File: src/rtl/itb_pkg.sv
// Shared types and constants for the interpolated timebase.
`default_nettype none
package itb_pkg;

  localparam int TimeBits  = 48;
  localparam int StepBits  = 40;
  localparam int CountBits = 10;
  localparam int AccBits   = 64;
  localparam int ProdBits  = StepBits + CountBits;
  localparam int IdxBits   = 3;

  localparam logic [IdxBits-1:0] CFG_TICKS_PER_CORR = 3'd0;
  localparam logic [IdxBits-1:0] CFG_NOMINAL_STEP   = 3'd1;
  localparam logic [IdxBits-1:0] CFG_WINDOW_LOW     = 3'd2;
  localparam logic [IdxBits-1:0] CFG_WINDOW_HIGH    = 3'd3;
  localparam logic [IdxBits-1:0] CFG_START_TIME     = 3'd4;

  localparam logic [CountBits-1:0] RST_TICKS_PER_CORR = 10'd100;
  localparam logic [StepBits-1:0]  RST_NOMINAL_STEP   = 40'd655360000;
  localparam logic [StepBits-1:0]  RST_WINDOW_LOW     = 40'd950000;
  localparam logic [StepBits-1:0]  RST_WINDOW_HIGH    = 40'd1050000;
  localparam logic [StepBits-1:0]  STEP_MAX           = 40'hFF_FFFF_FFFF;

  typedef enum logic [1:0] {
    KIND_INTERP = 2'd0,
    KIND_ACCEPT = 2'd1,
    KIND_REJECT = 2'd2
  } kind_e;

  typedef enum logic [5:0] {
    S_IDLE = 6'b000001,
    S_PREP = 6'b000010,
    S_DIV  = 6'b000100,
    S_MUL  = 6'b001000,
    S_CAND = 6'b010000,
    S_FIN  = 6'b100000
  } state_e;

endpackage
`default_nettype wire

File: src/rtl/interpolated_timebase.sv
// Interpolated timebase top level with serial step divider and sequencer.
//
//   Channel   Signals                                 Direction
//   input     in_valid_i, in_ready_o, fine_sample_i   in
//   output    out_valid_o, out_ready_i, current_time_o, tick_kind_o   out
//   config    cfg_we_i, cfg_idx_i, cfg_data_i         in
//
// An interpolated tick passes from acceptance through S_PREP, S_MUL, S_CAND and S_FIN to a valid result.
// A rejected correction passes through S_PREP, S_CAND and S_FIN; an accepted one also runs S_DIV,
// the restoring divider that retires one quotient bit per cycle.
// Reset clears the sequencer, phase, kept time and the first-tick flag.
// The next item is taken while a result waits; its own result waits for the output.
`default_nettype none
module interpolated_timebase import itb_pkg::*; #(
  parameter int SAMPLE_BITS   = 48,
  parameter int FRACTION_BITS = 16
) (
  input  wire logic                 clk_i,
  input  wire logic                 rst_ni,
  input  wire logic                 in_valid_i,
  output logic                      in_ready_o,
  input  wire logic [TimeBits-1:0]  fine_sample_i,
  output logic                      out_valid_o,
  input  wire logic                 out_ready_i,
  output logic [TimeBits-1:0]       current_time_o,
  output logic [1:0]                tick_kind_o,
  input  wire logic                 cfg_we_i,
  input  wire logic [IdxBits-1:0]   cfg_idx_i,
  input  wire logic [TimeBits-1:0]  cfg_data_i
);

  localparam int DivBits = StepBits + FRACTION_BITS;
  localparam int CntBits = $clog2(DivBits + 1);
  localparam logic [63:0] SampleMask64 = 64'hFFFF_FFFF_FFFF_FFFF >> (64 - SAMPLE_BITS);
  localparam logic [TimeBits-1:0] SampleMask = SampleMask64[TimeBits-1:0];
  localparam logic [AccBits-1:0] FracMask = (64'd1 << FRACTION_BITS) - 64'd1;
  localparam logic [AccBits-1:0] WholeMax = 64'hFFFF_FFFF_FFFF_FFFF >> FRACTION_BITS;
  localparam logic [DivBits-1:0] StepMaxW = DivBits'(STEP_MAX);
  localparam logic [CntBits-1:0] LastCnt = CntBits'(DivBits - 1);

  state_e                state_q, state_d;
  logic [CountBits-1:0]  tpc_q, tpc_d;
  logic [StepBits-1:0]   nom_q, nom_d;
  logic [StepBits-1:0]   wlo_q, wlo_d;
  logic [StepBits-1:0]   whi_q, whi_d;
  logic [TimeBits-1:0]   start_q, start_d;
  logic                  started_q, started_d;
  logic [TimeBits-1:0]   last_q, last_d;
  logic [StepBits-1:0]   step_q, step_d;
  logic [CountBits-1:0]  phase_q, phase_d;
  logic [AccBits-1:0]    accum_q, accum_d;
  logic [TimeBits-1:0]   sample_q, sample_d;
  logic [CountBits-1:0]  n_q, n_d;
  logic [CountBits-1:0]  ph_q, ph_d;
  logic                  neg_q, neg_d;
  logic [TimeBits-1:0]   mag_q, mag_d;
  logic [ProdBits-1:0]   prod_q, prod_d;
  logic [DivBits-1:0]    quo_q, quo_d;
  logic [CountBits-1:0]  rem_q, rem_d;
  logic [CntBits-1:0]    cnt_q, cnt_d;
  logic [AccBits-1:0]    cand_q, cand_d;
  kind_e                 kind_q, kind_d;
  logic                  out_valid_q, out_valid_d;
  logic [TimeBits-1:0]   out_time_q, out_time_d;
  logic [1:0]            out_kind_q, out_kind_d;

  logic [TimeBits-1:0]   start_m;
  logic [CountBits-1:0]  n_eff, ph_eff;
  logic [TimeBits-1:0]   base, elapsed;
  logic                  win_ok;
  logic [CountBits:0]    trial, ph_next;
  logic                  trial_ge;
  logic [AccBits-1:0]    add_whole, mag64, frac, whole, acc_new;
  logic                  cand_zero;

  assign start_m = start_q & SampleMask;
  assign n_eff   = (tpc_q == '0) ? CountBits'(1) : tpc_q;
  assign ph_eff  = (phase_q >= n_eff) ? '0 : phase_q;
  assign base    = (ph_eff == '0) ? sample_q : last_q;
  assign elapsed = sample_q - last_q;
  assign win_ok  = (sample_q >= last_q) && (elapsed >= {8'd0, wlo_q})
                   && (elapsed <= {8'd0, whi_q});

  assign trial    = {rem_q, quo_q[DivBits-1]};
  assign trial_ge = trial >= {1'b0, n_q};
  assign ph_next  = {1'b0, ph_q} + (CountBits+1)'(1);

  assign add_whole = AccBits'(prod_q) >> FRACTION_BITS;
  assign mag64     = AccBits'(mag_q);
  assign frac      = AccBits'(prod_q) & FracMask;
  assign acc_new   = (cand_q > accum_q) ? cand_q : accum_q;

  always_comb begin
    cand_zero = 1'b0;
    whole     = '0;
    if (!neg_q) begin
      whole = mag64 + add_whole;
    end else if (add_whole < mag64) begin
      cand_zero = 1'b1;
    end else begin
      whole = add_whole - mag64;
    end
  end

  always_comb begin
    state_d     = state_q;
    tpc_d       = tpc_q;
    nom_d       = nom_q;
    wlo_d       = wlo_q;
    whi_d       = whi_q;
    start_d     = start_q;
    started_d   = started_q;
    last_d      = last_q;
    step_d      = step_q;
    phase_d     = phase_q;
    accum_d     = accum_q;
    sample_d    = sample_q;
    n_d         = n_q;
    ph_d        = ph_q;
    neg_d       = neg_q;
    mag_d       = mag_q;
    prod_d      = prod_q;
    quo_d       = quo_q;
    rem_d       = rem_q;
    cnt_d       = cnt_q;
    cand_d      = cand_q;
    kind_d      = kind_q;
    out_valid_d = out_valid_q;
    out_time_d  = out_time_q;
    out_kind_d  = out_kind_q;

    if (out_valid_q && out_ready_i) begin
      out_valid_d = 1'b0;
    end

    if (cfg_we_i) begin
      case (cfg_idx_i)
        CFG_TICKS_PER_CORR: tpc_d   = cfg_data_i[CountBits-1:0];
        CFG_NOMINAL_STEP:   nom_d   = cfg_data_i[StepBits-1:0];
        CFG_WINDOW_LOW:     wlo_d   = cfg_data_i[StepBits-1:0];
        CFG_WINDOW_HIGH:    whi_d   = cfg_data_i[StepBits-1:0];
        CFG_START_TIME:     start_d = cfg_data_i;
        default: ;
      endcase
    end

    case (state_q)
      S_IDLE: begin
        if (in_valid_i) begin
          sample_d = fine_sample_i & SampleMask;
          if (!started_q) begin
            last_d    = start_m;
            step_d    = nom_q;
            started_d = 1'b1;
          end
          state_d = S_PREP;
        end
      end
      S_PREP: begin
        n_d  = n_eff;
        ph_d = ph_eff;
        neg_d = base < start_m;
        mag_d = (base < start_m) ? (start_m - base) : (base - start_m);
        if (ph_eff == '0) begin
          prod_d = '0;
          last_d = sample_q;
          quo_d  = DivBits'(elapsed[StepBits-1:0]) << FRACTION_BITS;
          rem_d  = '0;
          cnt_d  = '0;
          if (win_ok) begin
            kind_d  = KIND_ACCEPT;
            state_d = S_DIV;
          end else begin
            kind_d  = KIND_REJECT;
            state_d = S_CAND;
          end
        end else begin
          kind_d  = KIND_INTERP;
          state_d = S_MUL;
        end
      end
      S_DIV: begin
        rem_d = trial_ge ? CountBits'(trial - {1'b0, n_q}) : trial[CountBits-1:0];
        quo_d = {quo_q[DivBits-2:0], trial_ge};
        cnt_d = cnt_q + CntBits'(1);
        if (cnt_q == LastCnt) begin
          step_d  = (quo_d > StepMaxW) ? STEP_MAX : quo_d[StepBits-1:0];
          state_d = S_CAND;
        end
      end
      S_MUL: begin
        prod_d  = ProdBits'(step_q) * ProdBits'(ph_q);
        state_d = S_CAND;
      end
      S_CAND: begin
        if (cand_zero) begin
          cand_d = '0;
        end else if (whole > WholeMax) begin
          cand_d = '1;
        end else begin
          cand_d = (whole << FRACTION_BITS) | frac;
        end
        state_d = S_FIN;
      end
      S_FIN: begin
        if (!out_valid_q || out_ready_i) begin
          accum_d     = acc_new;
          out_time_d  = TimeBits'(acc_new >> FRACTION_BITS);
          out_kind_d  = kind_q;
          out_valid_d = 1'b1;
          phase_d     = (ph_next >= {1'b0, n_q}) ? '0 : ph_next[CountBits-1:0];
          state_d     = S_IDLE;
        end
      end
      default: begin
        state_d = S_IDLE;
      end
    endcase
  end

  always_ff @(posedge clk_i or negedge rst_ni) begin
    if (!rst_ni) begin
      state_q     <= S_IDLE;
      tpc_q       <= RST_TICKS_PER_CORR;
      nom_q       <= RST_NOMINAL_STEP;
      wlo_q       <= RST_WINDOW_LOW;
      whi_q       <= RST_WINDOW_HIGH;
      start_q     <= '0;
      started_q   <= 1'b0;
      phase_q     <= '0;
      accum_q     <= '0;
      out_valid_q <= 1'b0;
    end else begin
      state_q     <= state_d;
      tpc_q       <= tpc_d;
      nom_q       <= nom_d;
      wlo_q       <= wlo_d;
      whi_q       <= whi_d;
      start_q     <= start_d;
      started_q   <= started_d;
      phase_q     <= phase_d;
      accum_q     <= accum_d;
      out_valid_q <= out_valid_d;
    end
  end

  always_ff @(posedge clk_i) begin
    last_q     <= last_d;
    step_q     <= step_d;
    sample_q   <= sample_d;
    n_q        <= n_d;
    ph_q       <= ph_d;
    neg_q      <= neg_d;
    mag_q      <= mag_d;
    prod_q     <= prod_d;
    quo_q      <= quo_d;
    rem_q      <= rem_d;
    cnt_q      <= cnt_d;
    cand_q     <= cand_d;
    kind_q     <= kind_d;
    out_time_q <= out_time_d;
    out_kind_q <= out_kind_d;
  end

  assign in_ready_o     = (state_q == S_IDLE);
  assign out_valid_o    = out_valid_q;
  assign current_time_o = out_time_q;
  assign tick_kind_o    = out_kind_q;

  a_state_onehot: assert property (@(posedge clk_i) disable iff (!rst_ni)
    $onehot(state_q)) else $error("sequencer state is not one-hot");

  a_time_monotonic: assert property (@(posedge clk_i) disable iff (!rst_ni)
    1'b1 |=> accum_q >= $past(accum_q)) else $error("kept time went backward");

  a_div_on_correction: assert property (@(posedge clk_i) disable iff (!rst_ni)
    (state_q == S_DIV) |-> (ph_q == '0) && (kind_q == KIND_ACCEPT))
    else $error("divider ran outside an accepted correction");

  a_mul_on_interp: assert property (@(posedge clk_i) disable iff (!rst_ni)
    (state_q == S_MUL) |-> (ph_q != '0) && (kind_q == KIND_INTERP))
    else $error("multiplier ran on a correction tick");

endmodule
`default_nettype wire

File: config.mk
export PLATFORM = sky130hd
export DESIGN_NAME = interpolated_timebase
export DESIGN_NICKNAME = d
export VERILOG_FILES = /design/src/rtl/itb_pkg.sv /design/src/rtl/interpolated_timebase.sv
export SDC_FILE = /design/constraint.sdc
export NUM_CORES = 2
export LEC_CHECK = 0
export ABC_AREA = 1
export BUFFER_PORTS_ARGS = -buffer_cell sky130_fd_sc_hd__buf_2
export CORE_MARGIN = 2
export CORE_UTILIZATION = 36
export CTS_CLUSTER_DIAMETER = 30
export CTS_CLUSTER_SIZE = 25
export DETAILED_ROUTE_END_ITERATION = 16
export HOLD_SLACK_MARGIN = 0.03
export PLACE_DENSITY = 0.62
export SYNTH_ARGS = -nofsm -noshare
export SYNTH_HDL_FRONTEND = slang
export SYNTH_SLANG_ARGS = --single-unit
File: constraint.sdc
create_clock -name clk_i -period 10.7 [get_ports clk_i]
set_clock_uncertainty 0.05 [all_clocks]
set_input_delay 0 -clock clk_i [delete_from_list [all_inputs] [get_ports clk_i]]
set_output_delay 0 -clock clk_i [all_outputs]
set_load 0.005 [all_outputs]
==> summary.txt <==
Initial antenna violation count -> 5
Worst setup EP type -> register
Hold Path Class -> in2reg
First-pass GRT wire length -> 288,000 um
Area grow syn2layout -> 18.7%
Largest net degree at the start of global routing -> 99
Synth Flop Type -> edfxtp_1
Layout Nets -> 8,481
Async SR Flop Fraction -> 0.370
Die Wd -> 407 um
Max FO, Critical Path -> 98
Max Fclk -> 0.152 GHz
Root Buffer -> clkbuf_16
Worst-Margin Slew -> 1.09 ns
Setup Buffers After CTS -> 0
Syn_nets -> 8,205
RSZ-0062 raised after global routing -> false
GP Congestion -> 1.02
CTS tree -> built
Dpl hpwl -> 143,000 um
Clock buffers created by TritonCTS -> 178
Worst r2r dst -> mag_q[19]
Chip height -> 407 um
Final period util -> 0.617
R2r worst-path depth -> 27
Maxcap violations -> 0
GRT Util Overall -> 0.222
DR vias -> 50,900
IO Pins -> 156
DRT iter0 DRCs -> 4,743
Final core occ -> 0.429
Clock latency on the worst-skew pair -> 0.82 ns
Hold path depth -> 4
Core area -> 162,000 um2
Data required, critical path -> 11.19 ns
Bufs on Longest Clock Path -> 3
Worst Hold Launch -> cfg_data_i[11]
TritonRoute pass-1 iters -> 7
Hold Path Sink -> start_m[11]
CTS sink count -> 703
Syn Inst Count -> 7,322
Most frequent cells in the layout -> nand2_1 (1,533), inv_1 (1,382), o21ai_0 (662)
Starting density of the core -> 0.361
Yosys reg bits -> 703
Ant diodes -> 0
Synth unique cells -> 86
PortBufs -> 155
Tmin final -> 6.60 ns
Data arrival, critical path -> 7.09 ns
Number of global-route vias before repair -> 50,200
Full die area -> 166,000 um2
Commonest non-fill, non-tap cell in the layout -> nand2_1
Outcome -> completed
Worst slew margin -> 0.271
Layout cell share with drive strength beyond 1 -> 0.0918
Final hold vios -> 0
Avg Vias per Cell -> 5.12
Worst reg2reg startpoint -> tpc_q[3]
Synthesized area -> 58,600 um2
# H-tree levels -> 4
CP startpoint kind -> register
Reg2Reg Setup Slack -> 4.10 ns
Setup TNS -> 0 ns
Clk slew on worst S/H paths -> 0.05 ns
Sequential area share after synthesis -> 0.339
Post-Route WL -> 187,000 um
Syn Area/Cell -> 8.00 um2
Crit Path Class -> reg2reg
Hold_ws -> 0.0698 ns
Post-synth EDFFs -> 443
Fin. max-slew vios -> 0
Routed WL per cell -> 18.8 um
Grt total ovfl -> 0
Antenna Nets Post-Route -> 0
CTS resizes -> 0
Drt drc -> 0
# setup viols final -> 0
Post-CTS Hold Fix Bufs -> 166
Num rows -> 148
Ys Warns -> 0
-- area by class of cell --
| class | count | area (um2) |
|---|---|---|
| Clock buffer | 208 | 4700 |
| Clock inverter | 129 | 1850 |
| Fill cell | 16100 | 92700 |
| Inverter | 1410 | 5310 |
| Multi-Input combinational cell | 4942 | 32300 |
| Sequential cell | 703 | 19800 |
| Tap cell | 2175 | 2720 |
| Timing Repair Buffer | 363 | 2780 |
-- per-layer routing --
layer / up-vias / wire length [um] / part of all wire / GRT usage
met1: 24400 / 83800 / 0.45 / 0.305
met4: 0 / 6890 / 0.037 / 0.0839
li1: 24300 / - / - / -
met5: - / 0 / 0 / 0
met2: 1826 / 83900 / 0.45 / 0.352
met3: 350 / 12000 / 0.064 / 0.0320
-- cells in the mapped netlist, types with 5 or more instances --
master	n	area, um2
o21ai_1	50	250
fa_1	308	6170
nand3b_1	24	180
nand3_1	163	816
ha_1	471	5890
buf_6	11	124
o22ai_1	11	68.8
nand2_2	18	113
o211ai_1	31	233
inv_1	1384	5190
a21boi_1	5	37.5
dfstp_2	27	709
nand4_1	43	269
o2111ai_1	5	43.8
o21ai_0	664	3320
a21oi_2	10	87.6
buf_1	39	146
xor2_1	85	744
inv_2	22	82.6
dfrtp_1	233	5830
nor2_1	476	1790
a21o_1	18	135
xnor2_1	33	289
nand2_1	1534	5760
o21bai_1	19	143
nor3_1	56	280
a21boi_0	13	97.6
nor4_1	25	156
edfxtp_1	443	13300
nand3_2	6	60.1
a21oi_1	589	2950
or2_2	14	87.6
o21ai_2	51	447
nor3_2	6	60.1
clkbuf_1	164	616
o21a_1	61	458
o311ai_0	5	43.8
buf_4	11	82.6
a31oi_1	49	307
buf_2	38	190
a211oi_1	17	128
o221ai_1	12	105
-- how the worst max path moves through the flow --
stage	end	startpoint	slack, ns
after floorplan	cnt_q[0]	tpc_q[2]	2.98
after global placement	mag_q[19]	tpc_q[3]	4.31
after detailed placement	mag_q[19]	tpc_q[3]	4.30
after CTS	mag_q[19]	tpc_q[3]	4.20
after global routing	mag_q[19]	tpc_q[3]	3.58
final	mag_q[19]	tpc_q[3]	4.10
-- cell families (layout without fill, tap and decap cells) --
logic type | count (synthesis) | count (layout) | share of synthesized area
and+or+nand+nor | 2387 | 2387 | 0.167
buffers and inverters | 1677 | 2110 | 0.111
AOI/OAI and AO/OA | 1654 | 1654 | 0.159
adders and majority gates | 779 | 779 | 0.206
DFF | 703 | 703 | 0.339
xor gates and xnor gates | 118 | 118 | 0.0176
muxes | 4 | 4 | 0.000684
-- flip-flops by register name (all words and copies together) (netlist names), 2 cells and up --
| register | flops |
|---|---|
| whi_q | 40 |
| quo_q | 56 |
| sample_q | 48 |
| tick_kind_o | 2 |
| state_q | 6 |
| accum_q | 64 |
| wlo_q | 40 |
| tpc_q | 10 |
| mag_q | 48 |
| nom_q | 40 |
| start_m | 48 |
| ph_q | 10 |
| cand_q | 64 |
| last_q | 48 |
| step_q | 40 |
| cnt_q | 6 |
| rem_q | 10 |
| kind_q | 2 |
| current_time_o | 48 |
| prod_q | 50 |
| phase_q | 10 |
| n_q | 10 |
-- critical path, cell delays in order, from the launching register on --
cell     delay [ns]
dfrtp_1        0.40
nor4_1         0.34
a31o_2         0.22
ha_1           0.22
nand2_1        0.06
nand3_1        0.08
nand3_1        0.08
nand2_1        0.08
nor2_4         0.15
o41ai_2        0.13
nand3_4        0.11
buf_4          0.67
o21ai_0        0.34
ha_1           0.50
nand2_1        0.14
nor2_1         0.18
inv_2          0.08
nor2_2         0.11
inv_2          0.06
nor3_2         0.22
nand3_1        0.13
nand3_2        0.08
buf_4          0.59
inv_2          0.52
o21ai_0        0.31
nand2_1        0.09
xnor2_1        0.13
inv_1          0.05
-- stage by stage --
stage / area (um2) / worst slack, ns / instances
floorplan: 58600 / 2.98 / 7322
global placement: 61300 / 4.31 / 9427
detailed placement: 61300 / 4.30 / 9427
CTS: 69500 / 4.20 / 9930
global route: 69500 / 3.58 / 9930
finish: 69500 / 4.10 / 9930
Power is not shown: default switching activity piles up to over one toggle a cycle in this logic, so the estimate is an artifact.
